<file path="config.mk">
export PLATFORM = sky130hd
export DESIGN_NAME = dns_query_extract
export DESIGN_NICKNAME = d
export VERILOG_FILES = /design/src/dqe_pkg.sv /design/src/dqe_front.sv /design/src/dqe_queue.sv /design/src/dqe_back.sv /design/src/dns_query_extract.sv
export SDC_FILE = /design/constraint.sdc
export NUM_CORES = 1
export LEC_CHECK = 0
export ABC_AREA = 1
export BUFFER_PORTS_ARGS = -buffer_cell sky130_fd_sc_hd__buf_4
export CORE_MARGIN = 1.5
export CORE_UTILIZATION = 40
export CTS_BUF_LIST = sky130_fd_sc_hd__clkbuf_8
export CTS_CLUSTER_SIZE = 14
export DETAILED_ROUTE_END_ITERATION = 16
export GPL_ROUTABILITY_DRIVEN = 1
export GPL_TIMING_DRIVEN = 0
export HOLD_SLACK_MARGIN = 0.1
export PLACE_DENSITY = 0.62
export SYNTH_ARGS = -nofsm -noshare
export SYNTH_HDL_FRONTEND = slang
export SYNTH_SLANG_ARGS = --single-unit
</file>
<file path="constraint.sdc">
create_clock -name clk -period 8 [get_ports clk]
set_input_delay 2 -clock clk [delete_from_list [all_inputs] [get_ports clk]]
set_output_delay 2 -clock clk [all_outputs]
set_load 0.05 [all_outputs]
</file>
<file path="src/dqe_pkg.sv">
`timescale 1ns / 1ps

package dqe_pkg;

    localparam int MAX_NAME_BYTES_DEF = 256;
    localparam logic [15:0] QUERY_PORT_RESET = 16'd53;
    localparam int QUESTION_TAIL = 5;
    localparam logic [7:0] UDP_PROTO = 8'd17;
    localparam int NAME_START = 54;
    localparam int QUEUE_DEPTH = 4;

    localparam logic ITEM_NAME = 1'b0;
    localparam logic ITEM_SUMMARY = 1'b1;

    localparam logic [1:0] VERDICT_DROP = 2'd0;
    localparam logic [1:0] VERDICT_PASS = 2'd1;
    localparam logic [1:0] VERDICT_EXTRACTED = 2'd2;

    // One classified input byte: an optional name byte and an optional summary
    typedef struct packed {
        logic        has_name;
        logic [7:0]  name_byte;
        logic        has_summary;
        logic [1:0]  verdict;
        logic [31:0] source_address;
        logic [7:0]  name_length;
        logic [15:0] query_type;
        logic [15:0] query_class;
    } work_entry_t;

endpackage

</file>
<file path="src/dqe_front.sv">
`timescale 1ns / 1ps

module dqe_front #(
    parameter int MAX_NAME_BYTES = dqe_pkg::MAX_NAME_BYTES_DEF
) (
    input  logic                 clk,
    input  logic                 rst_n,
    input  logic                 in_valid,
    input  logic                 in_ready,
    input  logic [7:0]           frame_byte,
    input  logic                 frame_last,
    input  logic                 cfg_valid,
    input  logic [15:0]          cfg_data,
    output logic                 q_push,
    output dqe_pkg::work_entry_t q_entry
);

    localparam int NPW = (MAX_NAME_BYTES > 1) ? $clog2(MAX_NAME_BYTES) : 1;
    localparam logic [NPW-1:0] NP_LAST = NPW'(MAX_NAME_BYTES - 1);

    // position only matters up to the question start, so it saturates early
    localparam int POS_W = 6;
    localparam logic [POS_W-1:0] POS_MAX = {POS_W{1'b1}};
    localparam logic [POS_W-1:0] POS_PROTO = POS_W'(23);
    localparam logic [POS_W-1:0] POS_SRC_LO = POS_W'(26);
    localparam logic [POS_W-1:0] POS_SRC_HI = POS_W'(29);
    localparam logic [POS_W-1:0] POS_PORT_HI = POS_W'(36);
    localparam logic [POS_W-1:0] POS_PORT_LO = POS_W'(37);
    localparam logic [POS_W-1:0] POS_FLAGS = POS_W'(44);
    localparam logic [POS_W-1:0] POS_NAME = POS_W'(dqe_pkg::NAME_START);
    // last byte index below these means the frame is shorter than 34/42/54
    localparam logic [POS_W-1:0] POS_SHORT_IP = POS_W'(33);
    localparam logic [POS_W-1:0] POS_SHORT_UDP = POS_W'(41);
    localparam logic [POS_W-1:0] POS_SHORT_DNS = POS_W'(dqe_pkg::NAME_START - 1);

    localparam logic [2:0] PH_HEADER = 3'd0;
    localparam logic [2:0] PH_NAME = 3'd1;
    localparam logic [2:0] PH_TAIL0 = 3'd2;
    localparam logic [2:0] PH_DONE = 3'(2 + dqe_pkg::QUESTION_TAIL - 1);
    localparam logic [2:0] PH_LONG = 3'd7;

    logic [15:0]      match_port_reg;
    logic [POS_W-1:0] pos_reg, pos_next;
    logic [7:0]       proto_reg, proto_next;
    logic [31:0]      src_reg, src_next;
    logic [15:0]      port_reg, port_next;
    logic             resp_reg, resp_next;
    logic [2:0]       phase_reg, phase_next;
    logic [NPW-1:0]   npos_reg, npos_next;
    logic [31:0]      tc_reg, tc_next;

    logic             accept;
    logic [2:0]       phase_eff;
    logic             is_query;
    logic             emit;
    logic [1:0]       verdict;

    assign accept = in_valid && in_ready;

    always_comb
    begin
        proto_next = (pos_reg == POS_PROTO) ? frame_byte : proto_reg;
        src_next = (pos_reg inside {[POS_SRC_LO:POS_SRC_HI]}) ? {src_reg[23:0], frame_byte}
                                                                : src_reg;
        port_next = (pos_reg == POS_PORT_HI || pos_reg == POS_PORT_LO)
                    ? {port_reg[7:0], frame_byte} : port_reg;
        resp_next = (pos_reg == POS_FLAGS) ? frame_byte[7] : resp_reg;
        pos_next = (pos_reg == POS_MAX) ? pos_reg : pos_reg + 1'b1;

        phase_eff = (phase_reg == PH_HEADER && pos_reg == POS_NAME) ? PH_NAME : phase_reg;
        is_query = (proto_next == dqe_pkg::UDP_PROTO) && (port_next == match_port_reg)
                   && !resp_next;

        phase_next = phase_eff;
        npos_next = npos_reg;
        tc_next = tc_reg;
        emit = 1'b0;
        if (phase_eff == PH_NAME)
        begin
            if (frame_byte == 8'd0)
            begin
                phase_next = PH_TAIL0;
            end
            else
            begin
                emit = is_query;
                if (npos_reg == NP_LAST)
                    phase_next = PH_LONG;
                else
                    npos_next = npos_reg + 1'b1;
            end
        end
        else if (phase_eff >= PH_TAIL0 && phase_eff < PH_DONE)
        begin
            tc_next = {tc_reg[23:0], frame_byte};
            phase_next = phase_eff + 3'd1;
        end

        if (pos_reg < POS_SHORT_IP)
            verdict = dqe_pkg::VERDICT_DROP;
        else if (proto_next != dqe_pkg::UDP_PROTO)
            verdict = dqe_pkg::VERDICT_PASS;
        else if (pos_reg < POS_SHORT_UDP)
            verdict = dqe_pkg::VERDICT_DROP;
        else if (port_next != match_port_reg)
            verdict = dqe_pkg::VERDICT_PASS;
        else if (pos_reg < POS_SHORT_DNS)
            verdict = dqe_pkg::VERDICT_DROP;
        else if (resp_next)
            verdict = dqe_pkg::VERDICT_PASS;
        else if (phase_next == PH_DONE)
            verdict = dqe_pkg::VERDICT_EXTRACTED;
        else
            verdict = dqe_pkg::VERDICT_DROP;

        q_entry = '0;
        q_entry.has_name = emit;
        q_entry.name_byte = frame_byte;
        q_entry.has_summary = frame_last;
        q_entry.verdict = verdict;
        if (verdict == dqe_pkg::VERDICT_EXTRACTED)
        begin
            q_entry.source_address = src_next;
            q_entry.name_length = 8'(npos_next);
            q_entry.query_type = tc_next[31:16];
            q_entry.query_class = tc_next[15:0];
        end
    end

    assign q_push = accept && (emit || frame_last);

    always_ff @(posedge clk or negedge rst_n)
    begin
        if (!rst_n)
        begin
            match_port_reg <= dqe_pkg::QUERY_PORT_RESET;
        end
        else if (cfg_valid)
        begin
            match_port_reg <= cfg_data;
        end
    end

    always_ff @(posedge clk or negedge rst_n)
    begin
        if (!rst_n)
        begin
            pos_reg <= '0;
            proto_reg <= '0;
            src_reg <= '0;
            port_reg <= '0;
            resp_reg <= 1'b0;
            phase_reg <= PH_HEADER;
            npos_reg <= '0;
            tc_reg <= '0;
        end
        else if (accept)
        begin
            if (frame_last)
            begin
                pos_reg <= '0;
                proto_reg <= '0;
                src_reg <= '0;
                port_reg <= '0;
                resp_reg <= 1'b0;
                phase_reg <= PH_HEADER;
                npos_reg <= '0;
                tc_reg <= '0;
            end
            else
            begin
                pos_reg <= pos_next;
                proto_reg <= proto_next;
                src_reg <= src_next;
                port_reg <= port_next;
                resp_reg <= resp_next;
                phase_reg <= phase_next;
                npos_reg <= npos_next;
                tc_reg <= tc_next;
            end
        end
    end

`ifndef SYNTHESIS
    a_frame_end_clears: assert property (@(posedge clk) disable iff (!rst_n)
        accept && frame_last |=> pos_reg == '0 && phase_reg == PH_HEADER)
        else $error("frame state not cleared after last byte");
`endif

endmodule

</file>
<file path="src/dqe_queue.sv">
`timescale 1ns / 1ps

module dqe_queue (
    input  logic                 clk,
    input  logic                 rst_n,
    input  logic                 push,
    input  dqe_pkg::work_entry_t push_entry,
    output logic                 full,
    input  logic                 pop,
    output logic                 head_valid,
    output dqe_pkg::work_entry_t head
);

    localparam int DEPTH = dqe_pkg::QUEUE_DEPTH;
    localparam int PTR_W = (DEPTH > 1) ? $clog2(DEPTH) : 1;
    localparam int CNT_W = $clog2(DEPTH + 1);
    localparam logic [PTR_W-1:0] PTR_LAST = PTR_W'(DEPTH - 1);
    localparam logic [CNT_W-1:0] CNT_FULL = CNT_W'(DEPTH);

    dqe_pkg::work_entry_t entry_mem [DEPTH];

    logic [PTR_W-1:0] wr_ptr_reg;
    logic [PTR_W-1:0] rd_ptr_reg;
    logic [CNT_W-1:0] count_reg;

    assign full = (count_reg == CNT_FULL);
    assign head_valid = (count_reg != '0);
    assign head = entry_mem[rd_ptr_reg];

    always_ff @(posedge clk)
    begin
        if (push)
        begin
            entry_mem[wr_ptr_reg] <= push_entry;
        end
    end

    always_ff @(posedge clk or negedge rst_n)
    begin
        if (!rst_n)
        begin
            wr_ptr_reg <= '0;
            rd_ptr_reg <= '0;
            count_reg <= '0;
        end
        else
        begin
            if (push)
                wr_ptr_reg <= (wr_ptr_reg == PTR_LAST) ? '0 : wr_ptr_reg + 1'b1;
            if (pop)
                rd_ptr_reg <= (rd_ptr_reg == PTR_LAST) ? '0 : rd_ptr_reg + 1'b1;
            if (push && !pop)
                count_reg <= count_reg + 1'b1;
            else if (pop && !push)
                count_reg <= count_reg - 1'b1;
        end
    end

`ifndef SYNTHESIS
    a_no_overflow: assert property (@(posedge clk) disable iff (!rst_n)
        push |-> !full || pop)
        else $error("queue written while full");
    a_no_underflow: assert property (@(posedge clk) disable iff (!rst_n)
        pop |-> head_valid)
        else $error("queue read while empty");
`endif

endmodule

</file>
<file path="src/dqe_back.sv">
`timescale 1ns / 1ps

module dqe_back (
    input  logic                 clk,
    input  logic                 rst_n,
    input  logic                 head_valid,
    input  dqe_pkg::work_entry_t head,
    output logic                 pop,
    output logic                 out_valid,
    input  logic                 out_ready,
    output logic                 item_kind,
    output logic [7:0]           name_byte,
    output logic [1:0]           verdict,
    output logic [31:0]          source_address,
    output logic [7:0]           name_length,
    output logic [15:0]          query_type,
    output logic [15:0]          query_class,
    output logic                 last_of_run
);

    logic        out_valid_reg, out_valid_next;
    logic        name_done_reg, name_done_next;
    logic        kind_reg, kind_next;
    logic [7:0]  byte_reg, byte_next;
    logic [1:0]  verdict_reg, verdict_next;
    logic [31:0] src_reg, src_next;
    logic [7:0]  len_reg, len_next;
    logic [15:0] type_reg, type_next;
    logic [15:0] class_reg, class_next;
    logic        last_reg, last_next;
    logic        slot_free;

    assign slot_free = !out_valid_reg || out_ready;

    always_comb
    begin
        out_valid_next = out_valid_reg;
        name_done_next = name_done_reg;
        kind_next = kind_reg;
        byte_next = byte_reg;
        verdict_next = verdict_reg;
        src_next = src_reg;
        len_next = len_reg;
        type_next = type_reg;
        class_next = class_reg;
        last_next = last_reg;
        pop = 1'b0;

        if (slot_free)
            out_valid_next = 1'b0;

        if (slot_free && head_valid)
        begin
            out_valid_next = 1'b1;
            if (head.has_name && !name_done_reg)
            begin
                kind_next = dqe_pkg::ITEM_NAME;
                byte_next = head.name_byte;
                verdict_next = dqe_pkg::VERDICT_DROP;
                src_next = '0;
                len_next = '0;
                type_next = '0;
                class_next = '0;
                last_next = !head.has_summary;
                // summary of the same byte follows before the entry is released
                if (head.has_summary)
                    name_done_next = 1'b1;
                else
                    pop = 1'b1;
            end
            else
            begin
                kind_next = dqe_pkg::ITEM_SUMMARY;
                byte_next = '0;
                verdict_next = head.verdict;
                src_next = head.source_address;
                len_next = head.name_length;
                type_next = head.query_type;
                class_next = head.query_class;
                last_next = 1'b1;
                name_done_next = 1'b0;
                pop = 1'b1;
            end
        end
    end

    always_ff @(posedge clk or negedge rst_n)
    begin
        if (!rst_n)
        begin
            out_valid_reg <= 1'b0;
            name_done_reg <= 1'b0;
        end
        else
        begin
            out_valid_reg <= out_valid_next;
            name_done_reg <= name_done_next;
        end
    end

    always_ff @(posedge clk)
    begin
        kind_reg <= kind_next;
        byte_reg <= byte_next;
        verdict_reg <= verdict_next;
        src_reg <= src_next;
        len_reg <= len_next;
        type_reg <= type_next;
        class_reg <= class_next;
        last_reg <= last_next;
    end

    assign out_valid = out_valid_reg;
    assign item_kind = kind_reg;
    assign name_byte = byte_reg;
    assign verdict = verdict_reg;
    assign source_address = src_reg;
    assign name_length = len_reg;
    assign query_type = type_reg;
    assign query_class = class_reg;
    assign last_of_run = last_reg;

`ifndef SYNTHESIS
    a_summary_follows_name: assert property (@(posedge clk) disable iff (!rst_n)
        out_valid && out_ready && item_kind == dqe_pkg::ITEM_NAME && !last_of_run
        |=> out_valid && item_kind == dqe_pkg::ITEM_SUMMARY)
        else $error("summary did not follow a non-final name item");
`endif

endmodule

</file>
<file path="src/dns_query_extract.sv">
`timescale 1ns / 1ps
// Channel  | Handshake            | Payload
// ---------+----------------------+--------------------------------------------------
// input    | in_valid / in_ready  | frame_byte, frame_last
// output   | out_valid / out_ready| item_kind, name_byte, verdict, source_address,
//          |                      | name_length, query_type, query_class, last_of_run
// config   | cfg_valid / cfg_ready| cfg_data (DNS port)
//
// One frame byte is taken per cycle while in_ready is high; the front classifies it
// in that cycle. Results leave through a registered output, one per cycle while out_ready
// is high; a last byte that also carries a name byte gives two results and holds its queue
// entry until the second is issued. Each result passes the queue, then the output register.
// Reset clears the parse state and the queue and sets the DNS port to 53; no clearing pass.
// in_ready drops only when the four-entry queue is full; cfg_ready is always high.

module dns_query_extract #(
    parameter int MAX_NAME_BYTES = dqe_pkg::MAX_NAME_BYTES_DEF
) (
    input  logic        clk,
    input  logic        rst_n,
    input  logic        in_valid,
    output logic        in_ready,
    input  logic [7:0]  frame_byte,
    input  logic        frame_last,
    input  logic        cfg_valid,
    output logic        cfg_ready,
    input  logic [15:0] cfg_data,
    output logic        out_valid,
    input  logic        out_ready,
    output logic        item_kind,
    output logic [7:0]  name_byte,
    output logic [1:0]  verdict,
    output logic [31:0] source_address,
    output logic [7:0]  name_length,
    output logic [15:0] query_type,
    output logic [15:0] query_class,
    output logic        last_of_run
);

    logic                 q_push;
    logic                 q_full;
    logic                 q_pop;
    logic                 q_head_valid;
    dqe_pkg::work_entry_t q_push_entry;
    dqe_pkg::work_entry_t q_head;

    assign in_ready = !q_full;
    assign cfg_ready = 1'b1;

    dqe_front #(
        .MAX_NAME_BYTES(MAX_NAME_BYTES)
    ) u_front (
        .clk       (clk),
        .rst_n     (rst_n),
        .in_valid  (in_valid),
        .in_ready  (in_ready),
        .frame_byte(frame_byte),
        .frame_last(frame_last),
        .cfg_valid (cfg_valid),
        .cfg_data  (cfg_data),
        .q_push    (q_push),
        .q_entry   (q_push_entry)
    );

    dqe_queue u_queue (
        .clk       (clk),
        .rst_n     (rst_n),
        .push      (q_push),
        .push_entry(q_push_entry),
        .full      (q_full),
        .pop       (q_pop),
        .head_valid(q_head_valid),
        .head      (q_head)
    );

    dqe_back u_back (
        .clk           (clk),
        .rst_n         (rst_n),
        .head_valid    (q_head_valid),
        .head          (q_head),
        .pop           (q_pop),
        .out_valid     (out_valid),
        .out_ready     (out_ready),
        .item_kind     (item_kind),
        .name_byte     (name_byte),
        .verdict       (verdict),
        .source_address(source_address),
        .name_length   (name_length),
        .query_type    (query_type),
        .query_class   (query_class),
        .last_of_run   (last_of_run)
    );

endmodule
</file>
# After elaboration in Yosys (flattened, before gate mapping)
# Memory sizes are Yosys's and may differ from the RTL's.
# Cells that the tools add are included.
[totals] n_memories=1 register_bits=215 ram_bits=336 in_bits=30
[mem_list] memory="u_queue.entry_mem" depth=4 width=84 rd=1 rd_clocked_by_memory_dff=0 write_ports=1 line_no="dqe_queue.sv:20" rtl="dqe_pkg::work_entry_t entry_mem [DEPTH];"
[classes] muxes=47 n_lt_le_gt_ge=7 eq_ne=19 add_sub_neg=7 reduce_logical=28
[op_table] cell="32-bit two-way mux" count=5
[op_table] cell="72-bit two-way mux" count=1
[op_table] cell="8-bit two-way mux" count=6
[op_table] cell="16-bit two-way mux" count=2
[op_table] cell="6-bit == test (second input constant)" count=5
[op_table] cell="3-bit two-way mux" count=8
[op_table] cell="6-bit less-than comparator (second input constant)" count=3
[op_table] cell="2-bit two-way mux" count=9
[op_table] cell="16-bit == test" count=1
[op_table] cell="16-bit != test" count=1
[op_table] cell="1-bit two-way mux" count=14
[op_table] cell="6-bit two-way mux" count=2
[op_table] cell="1-bit logical AND" count=11
[op_table] cell="8-bit by 1-bit adder with 8-bit output (second input constant)" count=1
[op_table] cell="8-bit by 5-bit == test with 1-bit output (second input constant)" count=1
[op_table] cell="8-bit == test (second input constant)" count=1
[op_table] cell="8-bit zero test" count=1
[op_table] cell="8-bit by 5-bit != test with 1-bit output (second input constant)" count=1
[op_table] cell="1-bit zero test" count=7
[op_table] cell="3-bit by 1-bit adder with 3-bit output (second input constant)" count=2
[op_table] cell="6-bit by 1-bit adder with 6-bit output (second input constant)" count=1
[op_table] cell="2-bit == test (second input constant)" count=3
[op_table] cell="3-bit == test (second input constant)" count=2
[op_table] cell="6-bit by 5-bit == test with 1-bit output (second input constant)" count=1
[op_table] cell="14 further kinds" count=19

# Longest topological paths before layout
[logic_depth] depth_word=17 depth_mapped=21 mapped_depth_nobuf=21

# Modules after synthesis
# Synthesis repeated with hierarchy kept, for this count alone.
[hier_totals] hier_cells=2225 hier_area_um2=24452.2
[modules_own_cells] mod="dqe_queue" seq_area_each_um2=10264.8 cells_each=1033 n_inst=1 area_per_inst_um2=13661.9
[modules_own_cells] mod="dqe_front" seq_area_each_um2=3057.9 cells_each=916 n_inst=1 area_per_inst_um2=6930.4
[modules_own_cells] mod="dqe_back" seq_area_each_um2=2572.5 cells_each=273 n_inst=1 area_per_inst_um2=3844.9
[modules_own_cells] mod="dns_query_extract" seq_area_each_um2=0.0 cells_each=3 n_inst=1 area_per_inst_um2=15.0

# Worst setup path before layout
# Ideal clock, no wire load.
[synth_path] path_type="input-to-reg" startpoint="input frame_byte[7]" endpoint="memory u_queue.entry_mem[0][0] (netlist name) (enable)" setup_time_ns=0.654 n_path_buf=0 setup_slack_ns=-1.595 arrival_time_ns=8.941 required_ns=7.346 cell_stages=11 cell_sequence="inv_1 -> nand3_1 -> nand2_1 -> nand2_1 -> nand2_1 -> nand2_1 -> nor2_1 -> nand2_1 -> nor2_2 -> nand4_2 -> a21boi_0"
[synth_via] elab_chain_cells=10 word_cells_on_any_way=15
[synth_rtl] item="start: declaration" line_no="dns_query_extract.sv:23" rtl="input logic [7:0] frame_byte,"
[synth_rtl] item="16-bit two-way mux / 8-bit two-way mux (equally long branches)" line_no="dqe_front.sv:66, dqe_front.sv:62"
[synth_rtl] item="16-bit == test / 8-bit by 5-bit == test with 1-bit output (equally long branches)" line_no="dqe_front.sv:71" rtl="is_query = (proto_next == dqe_pkg::UDP_PROTO) && (port_next == match_port_reg)"
[synth_rtl] item="1-bit logical AND" line_no="dqe_front.sv:71"
[synth_rtl] item="1-bit logical AND" line_no="dqe_front.sv:72" rtl="&& !resp_next;"
[synth_rtl] item="1-bit two-way mux *" line_no="dqe_front.sv:80" rtl="if (frame_byte == 8'd0)"
[synth_rtl] item="1-bit two-way mux *" line_no="dqe_front.sv:78" rtl="if (phase_eff == PH_NAME)"
[synth_rtl] item="1-bit logical OR *" line_no="dqe_front.sv:130" rtl="assign q_push = accept && (emit || frame_last);"
[synth_rtl] item="1-bit logical AND *" line_no="dqe_front.sv:130"
[synth_rtl] item="1-bit two-way mux *" line_no="dqe_queue.sv:32" rtl="if (push)"
[synth_rtl] item="1-bit two-way mux (implied by the code) *" line_no="dqe_queue.sv:34" rtl="entry_mem[wr_ptr_reg] <= push_entry;"
[synth_rtl] item="end: declaration" line_no="dqe_queue.sv:20"
# Mark *: on every way between the ends. The rest lies on a longest branch, timed or not.

# Worst setup path in the final report
[layout_path] startpoint="input frame_byte[7]" endpoint="register u_queue.count_reg[2]"
[layout_via] elab_chain_cells=11 word_cells_on_any_way=18
[layout_rtl] item="16-bit two-way mux / 8-bit two-way mux (equally long branches)" line_no="dqe_front.sv:66, dqe_front.sv:62"
[layout_rtl] item="16-bit == test / 8-bit by 5-bit == test with 1-bit output (equally long branches)" line_no="dqe_front.sv:71"
[layout_rtl] item="1-bit logical AND" line_no="dqe_front.sv:71"
[layout_rtl] item="1-bit logical AND" line_no="dqe_front.sv:72"
[layout_rtl] item="1-bit two-way mux *" line_no="dqe_front.sv:80"
[layout_rtl] item="1-bit two-way mux *" line_no="dqe_front.sv:78"
[layout_rtl] item="1-bit logical OR *" line_no="dqe_front.sv:130"
[layout_rtl] item="1-bit logical AND *" line_no="dqe_front.sv:130"
[layout_rtl] item="named net q_push" line_no="dns_query_extract.sv:40" rtl="logic q_push;"
[layout_rtl] item="1-bit zero test" line_no="dqe_queue.sv:54" rtl="else if (pop && !push)"
[layout_rtl] item="1-bit logical AND" line_no="dqe_queue.sv:54"
[layout_rtl] item="2-bit nonzero test (no line)"
[layout_rtl] item="end signal: assignment" line_no="dqe_queue.sv:53" rtl="count_reg <= count_reg + 1'b1;"
[layout_rtl] item="end signal: assignment" line_no="dqe_queue.sv:55" rtl="count_reg <= count_reg - 1'b1;"
[layout_rtl] item="end: declaration" line_no="dqe_queue.sv:24" rtl="logic [CNT_W-1:0] count_reg;"
# The timed path passes the listed nets; every way through them passes the cells marked *.
# A chain may end at the register's enable or synchronous reset.

==> results.sh <==
export IMPL_status="finished clean"
export IMPL_die_height_um=241.1
export IMPL_root_buffer="clkbuf_8"
export IMPL_rows=87
export IMPL_grt_max_degree=89
export IMPL_cap_violations=0
export IMPL_post_dp_hpwl_um=38120
export IMPL_worstSetupPathType="in -> reg"
export IMPL_layout_commonest_cell="edfxtp_1"
export IMPL_gp_congestion=0.8539
export IMPL_pwr_density_cell_nw_per_um2=371.0
export IMPL_tightest_slew_ns=1.380
export IMPL_yosys_area_top_type="edfxtp_1"
export IMPL_grt_pass1_wl_um=88960
export IMPL_layout_common_cells="edfxtp_1 (420), o21ai_0 (291), nor2_1 (284)"
export IMPL_cts_setup_buffers=0
export IMPL_antenna_found_initial=0
export IMPL_first_pass_iters=5
export IMPL_die_w_um=241.1
export IMPL_startpoint_type="primary input"
export IMPL_synth_xor_area_share_pct=0.3091
export IMPL_largest_reg_flops=336
export IMPL_place_area_um2=24960
export IMPL_nets=2301
export IMPL_synth_top_family_by_area="compound AO/OA/AOI/OAI gates"
export IMPL_hold_path_cell_count=2
export IMPL_ys_warnings_count=0
export IMPL_cp_end_kind="flip-flop"
export IMPL_hold_class="reg -> reg"
export IMPL_drt_iter0_markers=1422
export IMPL_reg2regPathDepth=9
export IMPL_num_io_pins=117
export IMPL_synth_area_per_cell_um2=11.16
export IMPL_ys_seq_elements=551
export IMPL_cts_sink_count=551
export IMPL_cp_required_ns=8.54
export IMPL_arrival_ns=4.93
export IMPL_ant_nets=0
export IMPL_stdcell_area_um2=26710
export IMPL_area_growth_synth_to_final_pct=17.85
export IMPL_hold_buffers=0
export IMPL_worstPathMaxFanout=7
export IMPL_cts_resized=0
export IMPL_clkTransAtPathRegs_ns=0.05
export IMPL_rsz0062_at_grt="no"
export IMPL_ys_seq_area_share_pct=70.12
export IMPL_r2r_end="u_back.verdict[0]"
export IMPL_fin_crit_ns=4.398
export IMPL_initial_utilization_pct=40.36
export IMPL_finalCritPeriodShare_pct=54.98
export IMPL_clock_skew_ns=0.03355
export IMPL_port_buffer_count=115
export IMPL_ir_drop_uv=213.3
export IMPL_slew_headroom_pct=7.990
export IMPL_synth_nets=2075
export IMPL_synthDominantCellAreaShare_pct=55.64
export IMPL_power_mw=9.912
export IMPL_synthSimpleGateAreaFrac_pct=11.30
export IMPL_tritoncts="done"
export IMPL_endpoint="u_queue.count_reg[2]"
export IMPL_wirelength_um=58050
export IMPL_p_leak_nw=10.87
export IMPL_hold_viol=0
export IMPL_cts_buffers=90
export IMPL_drive_above_1_share_pct=12.37
export IMPL_drc=0
export IMPL_slew_violations=0
export IMPL_wire_per_inst_um=18.78
export IMPL_synthMuxAreaShare_pct=0
export IMPL_syn_area_um2=22670
export IMPL_clk_path_buf_depth=3
export IMPL_overflow=0
export IMPL_clkLatencyLatePin_ns=0.69
export IMPL_setup_viol=0
export IMPL_vias=16020
export IMPL_synthAdderAreaFrac_pct=0.7507
export IMPL_grt_pass1_vias=15790
export IMPL_dieArea_um2=58110
export IMPL_h_tree_depth=3
export IMPL_antenna_cells=0
export IMPL_ys_types=40
export IMPL_rrSetupSlack_ns=3.92
export IMPL_regMostFlops="u_queue.entry_mem"
export IMPL_core_area_um2=56170
export IMPL_synth_top_cells_by_area="edfxtp_1 (56%), dfrtp_1 (14%), o21ai_0 (6.4%)"
export IMPL_startpoint="frame_byte[7]"
export IMPL_r2r_start="u_queue.rd_ptr_reg[0]"
export IMPL_netlist_instances=2032
export IMPL_viasPerCell=5.181
export IMPL_utilization_pct=47.56
export IMPL_synth_compound_area_share_pct=11.68
export IMPL_max_freq_ghz=0.2274
export IMPL_grt_usage_pct=20.20
where the power goes:
group	leakage (nW)	total (mW)	switching (mW)	internal (mW)
sequential	5.78	3.87	0.168	3.70
combinational	4.03	3.69	2.69	0.995
clock	1.05	2.36	1.12	1.24
total	10.9	9.91	3.98	5.94
critical path: stages:
cell	delay [ns]
buf_4	0.16
inv_1	0.15
nand3_1	0.14
nand2_1	0.14
nand2_1	0.05
nand2_1	0.05
nand2_1	0.06
nor2_1	0.09
nand2_1	0.08
nor2_2	0.25
nand4_2	0.39
nand2_1	0.28
ha_1	0.18
inv_1	0.07
fa_1	0.43
a21oi_1	0.14
o21ai_0	0.11
xor2_1	0.16
area by class of cell:
class / instances / area (µm²)
Fill cell: 5132 / 29450
Sequential cell: 551 / 15900
Multi-Input combinational cell: 1148 / 5514
Clock buffer: 103 / 1418
Timing Repair Buffer: 134 / 1285
Tap cell: 756 / 945.9
Inverter: 219 / 822.0
Buffer: 114 / 496.7
Clock inverter: 67 / 337.8
metal layers:
layer | GRT usage (%) | vias to the layer above | routed length [µm]
li1 | - | 7507 | -
met1 | 27.27 | 7816 | 25200
met2 | 32.14 | 590 | 27080
met3 | 3.523 | 108 | 3943
met4 | 8.788 | 0 | 1834
met5 | 0 | - | 0
stage by stage:
step	setup TNS, ns	instances	worst slack, ns	hold slack, ns
finish	0	3092	3.602	0.4912
global route	0	3092	3.372	0.5104
CTS	0	3092	3.688	0.4910
detailed placement	0	2922	2.968	0.4760
global placement	-2598.63	2903	-7.488	0.4671
floorplan	-535.98	2032	-1.595	0.4479
Yosys cell counts (all sizes together):
cell type    n
nand3       62
ha          12
or2          1
buf         17
clkinv       2
conb         1
xor2         6
nor2       291
o211ai       3
a22o         1
nand4        3
o21a         1
o21ai      292
clkbuf      97
xnor2        2
dfrtp      127
a211oi       1
edfxtp     420
a21oi       22
o22ai      155
nand2      280
dfstp        4
a221o        1
o21bai       1
a21boi       4
nor3         6
fa           1
inv        217
a31oi        2
how the worst min path moves through the flow:
| stage | start | to | slack [ns] |
|---|---|---|---|
| 6_report | u_front.proto_reg[1] | u_front.proto_reg[1] | 0.49 |
| 5_1_grt | u_front.proto_reg[2] | u_front.proto_reg[2] | 0.51 |
| 4_1_cts | u_front.proto_reg[1] | u_front.proto_reg[1] | 0.49 |
| 3_5_place_dp | u_front.proto_reg[2] | u_front.proto_reg[2] | 0.48 |
| 3_3_place_gp | u_front.proto_reg[3] | u_front.proto_reg[3] | 0.47 |
| 2_1_floorplan | u_front.proto_reg[1] | u_front.proto_reg[1] | 0.45 |
logic make-up after synthesis:
group,Yosys count
simple gates,643
flops,551
other cells,1
compound gates,483
fa+ha+maj,13
buf+inv,333
xor+xnor,8
Note: power is estimated with default switching activity, not from simulation.
